File: src/hw/rtl/atm_pkg.sv
// constants, types and sequencer states of the trimmed mean block
// no dependencies
package atm_pkg;

    localparam int SAMPLE_W     = 16;
    localparam int SAMPLE_COUNT = 16;
    localparam int TRIM_COUNT   = 4;
    localparam int TRIM_EFF     = (2 * TRIM_COUNT >= SAMPLE_COUNT) ?
                                  (SAMPLE_COUNT - 1) / 2 : TRIM_COUNT;
    localparam int MID_COUNT    = SAMPLE_COUNT - 2 * TRIM_EFF;
    localparam int IDX_W        = $clog2(SAMPLE_COUNT);
    localparam int SUM_W        = SAMPLE_W + IDX_W;

    // exact divide by MID_COUNT for any sum below 2**SUM_W
    localparam int DIV_SHIFT    = SUM_W + $clog2(MID_COUNT);
    localparam int RECIP_W      = SUM_W + 1;
    localparam logic [RECIP_W-1:0] MID_RECIP =
        RECIP_W'(((64'd1 << DIV_SHIFT) + 64'(MID_COUNT) - 64'd1) / 64'(MID_COUNT));

    typedef logic [SAMPLE_W-1:0] t_sample;
    typedef logic [IDX_W-1:0]    t_idx;
    typedef logic [SUM_W-1:0]    t_sum;

    typedef enum logic [2:0] {
        ST_IDLE,
        ST_WALK,
        ST_SUM,
        ST_DIV,
        ST_OUT
    } t_atm_state;

endpackage

File: src/hw/rtl/atm_stream_if.sv
// valid/ready stream interfaces for sample input and mean output beats
// depends on atm_pkg
interface atm_sample_if;
    import atm_pkg::*;
    logic    valid;
    logic    ready;
    t_sample sample_mv;
    modport source (output valid, output sample_mv, input ready);
    modport sink (input valid, input sample_mv, output ready);
endinterface

interface atm_mean_if;
    import atm_pkg::*;
    logic    valid;
    logic    ready;
    t_sample mean_mv;
    modport source (output valid, output mean_mv, input ready);
    modport sink (input valid, input mean_mv, output ready);
endinterface

File: src/hw/rtl/adc_trimmed_mean.sv
// operation: a sample beat is taken in idle, then an insertion walk places it in the sorted set
// the beat that completes a set then sums the MID_COUNT middle samples and scales the sum by
// a reciprocal; the mean beat is held until taken
// no new sample is taken until the walk ends, nor after the last beat of a set until the mean
// beat is taken; the walk is limited by its single compare and store port
// reset: synchronous active-low i_rst_n empties the set and returns to idle
module adc_trimmed_mean (
    input  logic i_clk,
    input  logic i_rst_n,
    atm_sample_if.sink i_sample,
    atm_mean_if.source o_mean
);
    import atm_pkg::*;

    t_atm_state r_state, n_state;
    t_sample    r_store [SAMPLE_COUNT];
    t_sample    r_sample;
    t_idx       r_pos;
    t_idx       r_fill;
    t_idx       r_idx;
    t_sum       r_sum;

    t_idx                     rd_addr;
    t_sample                  rd_data;
    logic                     walk_shift;
    logic                     last_fill;
    logic                     last_sum;
    logic [SUM_W+RECIP_W-1:0] scaled;
    logic                     accept;

    assign accept     = i_sample.valid && i_sample.ready;
    assign rd_addr    = (r_state == ST_WALK) ? r_pos - 1'b1 : r_idx;
    assign rd_data    = r_store[rd_addr];
    assign walk_shift = (r_pos != '0) && (rd_data > r_sample);
    assign last_fill  = r_fill == IDX_W'(SAMPLE_COUNT - 1);
    assign last_sum   = r_idx == IDX_W'(SAMPLE_COUNT - TRIM_EFF - 1);
    assign scaled     = (SUM_W+RECIP_W)'(r_sum) * (SUM_W+RECIP_W)'(MID_RECIP);

    // next state
    always_comb begin
        n_state = r_state;
        unique case (r_state)
            ST_IDLE: if (accept) n_state = ST_WALK;
            ST_WALK: begin
                if (!walk_shift) n_state = last_fill ? ST_SUM : ST_IDLE;
            end
            ST_SUM:  if (last_sum) n_state = ST_DIV;
            ST_DIV:  n_state = ST_OUT;
            ST_OUT:  if (o_mean.ready) n_state = ST_IDLE;
            default: n_state = ST_IDLE;
        endcase
    end

    // handshake outputs
    always_comb begin
        i_sample.ready = (r_state == ST_IDLE);
        o_mean.valid   = (r_state == ST_OUT);
        o_mean.mean_mv = r_sum[SAMPLE_W-1:0];
    end

    always_ff @(posedge i_clk) begin
        if (!i_rst_n) begin
            r_state <= ST_IDLE;
            r_fill  <= '0;
        end else begin
            r_state <= n_state;
            if (r_state == ST_WALK && !walk_shift) begin
                r_fill <= last_fill ? '0 : r_fill + 1'b1;
            end
        end
    end

    // datapath: insertion walk, middle sum, reciprocal scaling
    always_ff @(posedge i_clk) begin
        unique case (r_state)
            ST_IDLE: begin
                r_sample <= i_sample.sample_mv;
                r_pos    <= r_fill;
            end
            ST_WALK: begin
                if (walk_shift) begin
                    r_store[r_pos] <= rd_data;
                    r_pos          <= r_pos - 1'b1;
                end else begin
                    r_store[r_pos] <= r_sample;
                    r_idx          <= IDX_W'(TRIM_EFF);
                    r_sum          <= '0;
                end
            end
            ST_SUM: begin
                r_sum <= r_sum + SUM_W'(rd_data);
                r_idx <= r_idx + 1'b1;
            end
            ST_DIV: begin
                r_sum <= SUM_W'(scaled >> DIV_SHIFT);
            end
            ST_OUT: begin
            end
            default: begin
            end
        endcase
    end

endmodule

File: src/flat_wrapper.sv
// flat-port wrapper written by rule: the top's interface ports become plain ports
module adc_trimmed_mean_flat import atm_pkg::*;
  (i_clk, i_rst_n, i_sample_valid, i_sample_sample_mv, i_sample_ready, o_mean_valid, o_mean_mean_mv, o_mean_ready);
  atm_sample_if i_sample_i ();
  atm_mean_if o_mean_i ();
  input  logic i_clk;
  input  logic i_rst_n;
  input wire logic [$bits(i_sample_i.valid)-1:0] i_sample_valid;
  input wire logic [$bits(i_sample_i.sample_mv)-1:0] i_sample_sample_mv;
  output wire logic [$bits(i_sample_i.ready)-1:0] i_sample_ready;
  output wire logic [$bits(o_mean_i.valid)-1:0] o_mean_valid;
  output wire logic [$bits(o_mean_i.mean_mv)-1:0] o_mean_mean_mv;
  input wire logic [$bits(o_mean_i.ready)-1:0] o_mean_ready;
  assign i_sample_i.valid = i_sample_valid;
  assign i_sample_i.sample_mv = i_sample_sample_mv;
  assign i_sample_ready = i_sample_i.ready;
  assign o_mean_valid = o_mean_i.valid;
  assign o_mean_mean_mv = o_mean_i.mean_mv;
  assign o_mean_i.ready = o_mean_ready;
  adc_trimmed_mean u_core (.i_clk(i_clk), .i_rst_n(i_rst_n), .i_sample(i_sample_i), .o_mean(o_mean_i));
endmodule
File: config.mk
export PLATFORM = sky130hd
export DESIGN_NAME = adc_trimmed_mean_flat
export DESIGN_NICKNAME = d
export VERILOG_FILES = /design/src/hw/rtl/atm_pkg.sv /design/src/hw/rtl/atm_stream_if.sv /design/src/hw/rtl/adc_trimmed_mean.sv /design/src/flat_wrapper.sv
export SDC_FILE = /design/constraint.sdc
export NUM_CORES = 1
export LEC_CHECK = 0
export ABC_CLOCK_PERIOD_IN_PS = 5700
export BUFFER_PORTS_ARGS = -buffer_cell sky130_fd_sc_hd__buf_4
export CAP_MARGIN = 20
export CORE_ASPECT_RATIO = 0.5
export CORE_MARGIN = 10
export CORE_UTILIZATION = 25
export DETAILED_ROUTE_END_ITERATION = 10
export PLACE_DENSITY_LB_ADDON = 0.05
export SYNTH_ARGS = -nofsm -noshare
export SYNTH_HDL_FRONTEND = slang
export SYNTH_SLANG_ARGS = --single-unit
File: constraint.sdc
create_clock -name i_clk -period 5.7 [get_ports i_clk]
set_input_delay 0.285 -clock i_clk [delete_from_list [all_inputs] [get_ports i_clk]]
set_output_delay 0.285 -clock i_clk [all_outputs]
set_load 0.02 [all_outputs]
**Word-level counts from Yosys, hierarchy flattened**

Memories as Yosys holds them, arrays and structs flattened.
Index checks and enable logic that the tools add are counted.

- Register bits after elaboration: 51
- Bits in latches: 0
- Bits in writable memories: 256
- ROM bits: 0
- Input port bits: 20
- Logic and storage cells: 58
- Memories kept: 1

Memories:

| memory | words | bits a word | read ports | clocked after memory_dff | write ports | line | source |
|---|---|---|---|---|---|---|---|
| u_core.r_store | 16 | 16 | 1 | 0 | 1 | adc_trimmed_mean.sv:16 | `t_sample r_store [SAMPLE_COUNT];` |

- $add $sub $neg: 4
- $mul: 0
- Div/mod/pow operators: 0
- Order comparisons: 1
- Equality and inequality tests: 11
- Shift-type cells: 0
- Muxes and demuxes: 21
- Bitwise operators: 1
- Reductions and logical operators: 13

Operators by type and width:

| cell | number |
|---|---|
| $pmux W20 S3 | 1 |
| $add A20 B16 Y20 | 1 |
| $mux W20 | 1 |
| $gt A16 B16 Y1 | 1 |
| $mux W16 | 1 |
| $mux W4 | 4 |
| $pmux W4 S2 | 2 |
| $pmux W3 S5 | 1 |
| $mux W3 | 4 |
| $add A4 B1 Y4 const B | 2 |
| $eq A4 B4 Y1 const B | 2 |
| $eq A3 B2 Y1 const B | 2 |
| $mux W1 | 6 |
| $ne A2 B1 Y1 const B | 3 |
| $reduce_and A2 Y1 | 3 |
| $ne A2 B2 Y1 const B | 2 |
| $reduce_and A4 Y1 | 1 |
| $reduce_bool A2 Y1 | 2 |
| $reduce_bool A4 Y1 | 1 |
| $sub A4 B1 Y4 const B | 1 |
| $eq A3 B1 Y1 const B | 1 |
| $eq A3 B3 Y1 const B | 1 |
| $logic_and A1 B1 Y1 | 3 |
| $logic_not A3 Y1 | 1 |
| 4 further kinds | 4 |

**Logic depth before layout (Yosys ltp)**

Gate-level depths: netlist (run 1).
An unclocked memory read counts as a cell.

- Depth in word-level cells: 9
- Mapped depth: 20
- Depth with buffers taken out: 18

**Worst setup path after synthesis (run 1)**

No wires, ideal clock.

- Path kind: reg-to-reg
- From: register u_core.r_state[1]
- To: register u_core.r_sum[0], enable pin
- Setup time: 0.377 ns
- Data arrival time: 4.303 ns
- Slack: 1.020 ns
- Stages on the path, launching flop included: 19
- Buffers on the path: 6
- Period minus slack after synthesis: 4.680 ns
- Cells stage by stage: dfxtp_1 -> buf_2 -> or3b_1 -> buf_2 -> mux2_4 -> buf_6 -> buf_6 -> buf_6 -> a211oi_1 -> a21oi_1 -> a221o_1 -> ha_1 -> nor2b_1 -> o211ai_1 -> a21oi_1 -> o311ai_0 -> nand3_1 -> clkbuf_1 -> nand2_1

- Cells in the longest elaborated chain, start to end: 7

RTL lines:

| element | line | source |
|---|---|---|
| start: declaration | adc_trimmed_mean.sv:15 | `t_atm_state r_state, n_state;` |
| start signal: assignment | adc_trimmed_mean.sv:66 | `r_state <= n_state;` |
| $eq A3 B1 Y1 | adc_trimmed_mean.sv:32, adc_trimmed_mean.sv:75 |  |
| $mux W4 | adc_trimmed_mean.sv:32 | `assign rd_addr = (r_state == ST_WALK) ? r_pos - 1'b1 : r_idx;` |
| $mem_v2 Z16 W16 | - |  |
| $gt A16 B16 Y1 | adc_trimmed_mean.sv:34 | `assign walk_shift = (r_pos != '0) && (rd_data > r_sample);` |
| $logic_and A1 B1 Y1 | adc_trimmed_mean.sv:34 |  |
| $ne A2 B2 Y1 (no source line) | - |  |
| $reduce_and A2 Y1 (no source line) * | - |  |
| end signal: assignment | adc_trimmed_mean.sv:91 | `r_sum <= r_sum + SUM_W'(rd_data);` |
| end signal: assignment | adc_trimmed_mean.sv:95 | `r_sum <= SUM_W'(scaled >> DIV_SHIFT);` |
| end: declaration | adc_trimmed_mean.sv:21 | `t_sum r_sum;` |

Every way passes the cells marked *; elsewhere a longest branch is shown, timed or not.
A chain may end at the register's enable or synchronous reset.

**Worst setup path after layout (run 1)**

- From: register u_core.r_state[1]
- To: memory u_core.r_store[13][11] (netlist name) (data pin)

- Cells in the longest elaborated chain, start to end: 9

RTL lines:

| element | line | source |
|---|---|---|
| $eq A3 B1 Y1 * | adc_trimmed_mean.sv:32, adc_trimmed_mean.sv:75 |  |
| $mux W4 | adc_trimmed_mean.sv:32 |  |
| $mem_v2 Z16 W16 | - |  |
| $gt A16 B16 Y1 | adc_trimmed_mean.sv:34 |  |
| $logic_and A1 B1 Y1 | adc_trimmed_mean.sv:34 |  |
| $mux W1 | adc_trimmed_mean.sv:81 | `if (walk_shift) begin` |
| $mux W1 | adc_trimmed_mean.sv:75 | `unique case (r_state)` |
| $mux W1 (implied by the code) | adc_trimmed_mean.sv:85 | `r_store[r_pos] <= r_sample;` |
| $mux W16 (no source line) * | - |  |
| end: declaration | adc_trimmed_mean.sv:16 |  |

Marked as above.

==> results of run 1 <==
path summary, 6_finish.rpt:
path,from,to,slack (ns),depth (start not counted)
worst max-delay path,u_core.r_state[1]$_SDFFE_PN0P_,u_core.r_store[13][11]$_DFFE_PP_,0.42,15
worst min-delay path,i_rst_n,u_core.r_state[2]$_SDFFE_PN0P_,0.05,2
worst max register to register,u_core.r_state[1]$_SDFFE_PN0P_,u_core.r_store[13][11]$_DFFE_PP_,0.42,15
worst min register to register,u_core.r_state[2]$_SDFFE_PN0P_,u_core.r_state[1]$_SDFFE_PN0P_,0.54,1
kinds of logic after synthesis:
| family | after synthesis | synth area share |
|---|---|---|
| DFF | 307 | 0.6580 |
| AOI/OAI and AO/OA | 189 | 0.09053 |
| and+or+nand+nor | 161 | 0.06155 |
| muxes | 150 | 0.1127 |
| buffers and inverters | 85 | 0.03284 |
| adders and majority gates | 39 | 0.03563 |
| xor gates and xnor gates | 14 | 0.008819 |
area by class of cell:
| class | count | area share |
|---|---|---|
| well taps | 744 | 0.05666 |
| repair buffers | 100 | 0.05217 |
| clock buffers | 42 | 0.05491 |
| inverters | 25 | 0.005712 |
| multi-input cells | 553 | 0.2634 |
| diodes | 4 | 0.0006093 |
| clock inverters | 19 | 0.009596 |
| flip-flops and latches | 307 | 0.5569 |
timing repair:
item / in CTS / in global routing
resized for setup: 0 / 0
endpoints found under the hold margin: 16 / 0
hold buffers: 16 / 0
report_power, final:
| part | internal (W) | total (W) | leakage (nW) | switching (W) |
|---|---|---|---|---|
| logic | 0.000833 | 0.00235 | 2.50 | 0.00152 |
| registers | 0.00295 | 0.00303 | 2.80 | 0.0000811 |
| clock network | 0.00122 | 0.00215 | 0.522 | 0.000931 |
layer usage:
metal | vias up | global-route usage | part of all wire
met2 | 125 | 0.1793 | 0.41
met1 | 4117 | 0.1876 | 0.52
met3 | 52 | 0.02755 | 0.045
met4 | 0 | 0.02648 | 0.017
li1 | 3810 | - | -
met5 | - | 0 | 0
sequential cells by signal, indices dropped and copies added (netlist names):
name,count
u_core.r_fill,4
u_core.r_store,256
u_core.r_state,3
u_core.r_sample,16
u_core.r_idx,4
u_core.r_sum,20
u_core.r_pos,4
metrics by stage:
step | hold WS, ns | setup WS (ns) | total power, W | util
after global routing | 0.04872 | 0.01219 | 0.007972 | 0.3021
after CTS | 0.02113 | 0.3525 | 0.007662 | 0.3021
final | 0.04876 | 0.4199 | 0.007532 | 0.3023
after floorplan | 0.3839 | 1.020 | 0.004585 | -
after global placement | 0.4630 | 0.3033 | 0.005458 | 0.2794
after detailed placement | 0.4645 | 0.3589 | 0.005458 | 0.2796
placed cells by master, fill, tap and decap left out, drive strengths merged, types with 4 or more instances in the layout:
cell type / count
xnor2: 5
ha: 38
nor3b: 5
mux2i: 101
clkbuf: 42
edfxtp: 300
a211oi: 31
nand3: 9
inv: 25
or3: 4
buf: 84
and2: 20
diode: 4
o21a: 12
nand2: 32
nor2: 28
dfxtp: 7
o21ai: 25
a21oi: 54
nor3: 5
a221o: 15
nand4: 6
a21o: 12
o31ai: 4
nor2b: 36
mux2: 49
o22ai: 16
clkinv: 17
dlygate4sd3: 16
xor2: 9
==> key figures, run 1 <==
Outcome
  – Status: finished clean

Setup path
  – Data required time at the worst endpoint: 5.91 ns
  – Worst path slowest cell: mux2_8
  – Delay of the slowest cell on the worst path: 0.59 ns
  – Critical Path AT: 5.49 ns
  – Dominant delay contributor by cell family on the critical path: multiplexers
  – Highest net fanout along the worst path: 43
  – Worst path bufs/invs: 2
  – Crit path kind: flop to flop
  – Ordered cell list for the critical path: or3b_1 -> mux2_8 -> buf_4 -> mux2i_1 -> mux2_2 -> o22ai_1 -> a221o_1 -> ha_1 -> nor2b_1 -> o211ai_1 -> a21oi_1 -> o311ai_0 -> nand3_1 -> buf_4 -> mux2_2
  – Worst Setup Start Kind: flop
  – Type of element capturing the critical path: flop

Synthesis
  – Count of unique library cells instantiated by Yosys: 55
  – Mean instance size in the synthesized netlist: 14.71 um^2
  – Biggest area contributors in the synthesized netlist: edfxtp_1 (65%), mux2i_1 (7.3%), mux2_2 (3.9%), ha_1 (3.4%), a21oi_1 (1.9%)
  – Number of flip-flops and latches in the synthesized netlist: 307
  – Most frequent cell after synthesis: edfxtp_1
  – Library cell with the largest summed area after synthesis: edfxtp_1
  – Synthesized cell area: 13900 um^2
  – Number of flops mapped to enable cells by yosys: 300
  – Register area share after synthesis: 0.6580
  – Count of yosys warnings during synthesis: 0
  – Count of mapped cells out of synthesis: 945
  – Nets in the synthesized netlist: 1004
  – Leading cell types by count after synthesis: edfxtp_1 (300), mux2i_1 (101), a21oi_1 (54), mux2_2 (48), ha_1 (38)
  – Fraction of post-synthesis cell area in the top cell type by area: 0.6479
  – Post-synth ARST share: 0
  – Most common flop cell mapped by yosys: edfxtp_1

STA
  – Period Utilization, post-route: 0.9263
  – Setup TNS after final layout: 0 ns
  – Shortest clock period the worst path allows after layout: 5.280 ns
  – Max-slew violation count: 0
  – Maximum clock frequency: 189.4 MHz
  – Worst slew margin relative to its limit: 0.4132
  – Slew of the pin with the lowest slew margin: 0.8803 ns
  – RSZ-0062 raised after global routing: false
  – Hold Vio Cnt, Final: 0
  – Final setup violating endpoints: 0
  – Clock skew after layout: 0.02054 ns

CTS
  – Clock Sink Count: 307
  – Depth of the CTS H-tree: 2
  – Clock latency of the later-clocked register in the worst-skew pair: 0.54 ns
  – Clock-pin slew reported for the worst setup and hold paths after clock tree synthesis: 0.06 ns
  – Setup Buffers After CTS: 0
  – Number of clock buffers inserted by TritonCTS: 34
  – CTS tree: done
  – Buffer cell driving the clock tree root: clkbuf_16
  – Maximum number of buffers from clock root to sink: 3

Routing
  – Via Count: 8104
  – Routed via count divided by cell count: 4.517
  – Drt first-iter violations: 443
  – Wire length reported by the detailed router: 41740 um
  – Routed WL per cell: 23.27 um
  – DRT Pass-1 Iters: 5
  – DR DRC count: 0
  – Number of antenna-violating nets in the routed design: 0

Hold path
  – Worst hold path class: primary input to flop

Final layout
  – Layout net count: 1080
  – Multi-input gate area: 4328 um^2
  – Register cell area after layout: 9149 um^2
  – Final standard cell count with taps included and fillers excluded: 1794
  – Post-route cell area: 16430 um^2
  – Filler Cells Inserted: 5452
  – Signed area change from the synthesized netlist to the final layout: 18.15%
  – Fraction of layout instances using a drive strength above 1: 0.1778

Pwr
  – Peak VDD IR: 0.2177 mV
  – Leakage power of the design: 5.826 nW
  – P per Cell Area: 458.5 nW/um^2

Floorplan
  – Die W: 353.5 um
  – Standard cell core area: 54350 um^2
  – Site row count: 60
  – Die area: 66020 um^2
  – Number of top-level pins: 38
  – Die extent in y: 186.8 um
  – Starting density of the core: 0.2558

Global routing
  – Wire length of the first global-routing pass: 61000 um
  – Vias in the first global route: 8385
  – Number of antenna violations at the first check in global routing: 3
  – Largest net degree at the start of global routing: 44
  – Total congestion overflow after global routing: 0
  – Overall Global Routing Usage: 0.1249

Placed design
  – Half-perimeter wire length of the detailed placement result: 26740 um
  – Cell Count Post-Placement: 1713
  – Last weighted congestion value of the routability-driven placer: 0.7280
  – Dpl cell area: 15200 um^2
  – Buffers added on ports: 37

Run
  – Max Cap Violations: 0
No activity file was read; power rests on OpenSTA's default activity.
==> run 2: changes to the inputs <==
--- a/config.mk
+++ b/config.mk
@@ -12,6 +12,7 @@
 export CORE_MARGIN = 10
 export CORE_UTILIZATION = 25
 export DETAILED_ROUTE_END_ITERATION = 10
+export MAX_ROUTING_LAYER = met4
 export PLACE_DENSITY_LB_ADDON = 0.05
 export SYNTH_ARGS = -nofsm -noshare
 export SYNTH_HDL_FRONTEND = slang
==> key figures, run 2 (synthesis gave the netlist of run 1 again) <==
CTS
  – Buffer cell driving the clock tree root: clkbuf_16
  – Number of clock buffers inserted by TritonCTS: 34
  – Cts-stage hold buffer count: 16
  – Clock Sink Count: 307
  – Clock-pin slew reported for the worst setup and hold paths after clock tree synthesis: 0.06 ns
  – Maximum number of buffers from clock root to sink: 3
  – Post-CTS sizing: 0
  – Clock latency of the later-clocked register in the worst-skew pair: 0.54 ns
  – CTS tree: done
  – Setup Buffers After CTS: 0
  – Depth of the CTS H-tree: 2

Setup path
  – Worst path most repeated cell: a21oi_1
  – Worst R2R End: u_core.r_store[0][11]$_DFFE_PP_
  – Worst path slowest cell: mux2_8
  – Delay of the slowest cell on the worst path: 0.59 ns
  – Highest net fanout along the worst path: 43
  – Worst r2r src: u_core.r_state[1]$_SDFFE_PN0P_
  – Data required time at the worst endpoint: 5.92 ns
  – Total stage count of the critical path: 14
  – Type of element capturing the critical path: flop
  – Critical Path AT: 5.53 ns
  – Cell depth of the worst flop-to-flop path: 14
  – Dominant delay contributor by cell family on the critical path: compound AO/OA/AOI/OAI gates
  – Register-to-register setup slack: 0.39 ns
  – Worst path bufs/invs: 2
  – Ordered cell list for the critical path: or3b_1 -> mux2_8 -> buf_12 -> nor2b_1 -> a211oi_1 -> a21oi_1 -> a221o_1 -> ha_1 -> a21oi_1 -> a21oi_1 -> o311ai_0 -> nand3_1 -> buf_4 -> mux2_2
  – Crit path kind: flop to flop
  – Worst Setup Start Kind: flop

Final layout
  – Commonest non-fill, non-tap cell in the layout: edfxtp_1
  – Most frequent cells in the layout: edfxtp_1 (300), mux2i_1 (101), buf_4 (78)
  – Final standard cell count with taps included and fillers excluded: 1794
  – Registers with the most flip-flops: u_core.r_store: 256 flops, u_core.r_sum: 20 flops, u_core.r_sample: 16 flops
  – Number of flip-flops in the largest register: 256
  – Signed area change from the synthesized netlist to the final layout: 18.15%
  – Layout net count: 1080
  – Post-route cell area: 16430 um^2
  – Fraction of layout instances using a drive strength above 1: 0.1778
  – Filler Cells Inserted: 5452
  – Top reg by flops: u_core.r_store

Placed design
  – Last weighted congestion value of the routability-driven placer: 0.7367
  – Pre-CTS WS: 0.3589 ns
  – Cell Count Post-Placement: 1713
  – Buffers added on ports: 37
  – Half-perimeter wire length of the detailed placement result: 26740 um
  – Dpl cell area: 15200 um^2

Floorplan
  – Die W: 353.5 um
  – Number of top-level pins: 38
  – Starting density of the core: 0.2558
  – Die extent in y: 186.8 um
  – Site row count: 60
  – Die area: 66020 um^2
  – Standard cell core area: 54350 um^2

Pwr
  – Net switching power figure: 0.002530 W
  – Peak VDD IR: 0.2209 mV
  – Fraction of power consumed by the clock network: 0.287
  – P per Cell Area: 458.6 nW/um^2
  – Leakage power of the design: 5.826 nW
  – Sequential share of power: 0.402
  – Proportion of total power due to net switching: 0.3359
  – Total internal power: 0.005003 W
  – Gate power share: 0.311

STA
  – Clock skew after layout: 0.02070 ns
  – Least setup slack across all paths after layout: 0.3939 ns
  – Slew of the pin with the lowest slew margin: 0.8777 ns
  – Period Utilization, post-route: 0.9309
  – Final setup violating endpoints: 0
  – Setup TNS after final layout: 0 ns
  – Hold Vio Cnt, Final: 0
  – Max-slew violation count: 0
  – Maximum clock frequency: 188.5 MHz
  – Worst-case hold slack: 0.04701 ns
  – Worst slew margin relative to its limit: 0.4149
  – RSZ-0062 raised after global routing: false
  – Shortest clock period the worst path allows after layout: 5.306 ns

Routing
  – Routed WL per cell: 23.31 um
  – Number of antenna-violating nets in the routed design: 0
  – Drt first-iter violations: 486
  – Via Count: 8100
  – Wire length reported by the detailed router: 41820 um
  – DRT Pass-1 Iters: 5
  – DR DRC count: 0
  – Routed via count divided by cell count: 4.515

Hold path
  – Startpoint of the lowest-slack hold path: i_rst_n
  – Worst hold path endpoint: u_core.r_state[2]$_SDFFE_PN0P_
  – Worst hold path class: primary input to flop
  – Number of cells traversed by the worst hold path: 2

Global routing
  – Most used routing layer: met1
  – Vias in the first global route: 8392
  – Met2 track demand over resource: 0.1792
  – Overall Global Routing Usage: 0.1285
  – Number of antenna violations at the first check in global routing: 3
  – Wire length of the first global-routing pass: 61020 um
  – Total congestion overflow after global routing: 0
  – Global routing usage on met1: 0.1878
  – Met3 track demand over resource: 0.02755
  – Largest net degree at the start of global routing: 44

Outcome
  – Status: finished clean

Run
  – Max Cap Violations: 0
[run 2: cell counts in the layout (fill, tap and decap cells not counted)]
Identical to the previous run, type by type.
[run 2: power groups by stage]
stage	clock [W]	combinational, W	sequential (W)
2_1_floorplan	0	0.00156	0.00303
3_3_place_gp	0	0.00237	0.00308
3_5_place_dp	0	0.00238	0.00308
4_1_cts	0.00224	0.00239	0.00303
5_1_grt	0.00232	0.00261	0.00304
6_report	0.00216	0.00234	0.00303
[run 2: routing by layer]
metal	wire [um]	vias to the layer above	share of wire
li1	-	3814	-
met4	733	0	0.018
met1	21830	4100	0.52
met5	0	-	0
met3	2015	55	0.048
met2	17240	131	0.41
[run 2: through the flow]
| stage | utilization | power (W) |
|---|---|---|
| 6_report | 0.3023 | 0.007533 |
| 3_3_place_gp | 0.2794 | 0.005458 |
| 2_1_floorplan | - | 0.004585 |
| 5_1_grt | 0.3022 | 0.007972 |
| 3_5_place_dp | 0.2796 | 0.005458 |
| 4_1_cts | 0.3021 | 0.007662 |
[run 2: worst max path at each step]
stage                                   start                                to  slack [ns]
2_1_floorplan  u_core.r_state[1]$_SDFFE_PN0P_         u_core.r_sum[0]$_DFFE_PP_        1.02
3_3_place_gp        u_core.r_pos[0]$_DFFE_PP_        u_core.r_sum[18]$_DFFE_PP_        0.30
3_5_place_dp   u_core.r_state[1]$_SDFFE_PN0P_   u_core.r_store[0][11]$_DFFE_PP_        0.36
4_1_cts        u_core.r_state[1]$_SDFFE_PN0P_   u_core.r_store[8][11]$_DFFE_PP_        0.35
5_1_grt        u_core.r_state[1]$_SDFFE_PN0P_  u_core.r_store[11][11]$_DFFE_PP_        0.01
6_report       u_core.r_state[1]$_SDFFE_PN0P_   u_core.r_store[0][11]$_DFFE_PP_        0.39
[run 2: cell type report]
type	instances	area, um^2	area share
clock buffer	42	902.1	0.05491
sequential	307	9149	0.5569
antenna	4	10.01	0.0006093
inverter	25	93.84	0.005712
timing repair buffer	100	857.1	0.05217
clock inverter	19	157.7	0.009596
multi-input combinational	553	4328	0.2634
tap	744	930.9	0.05666
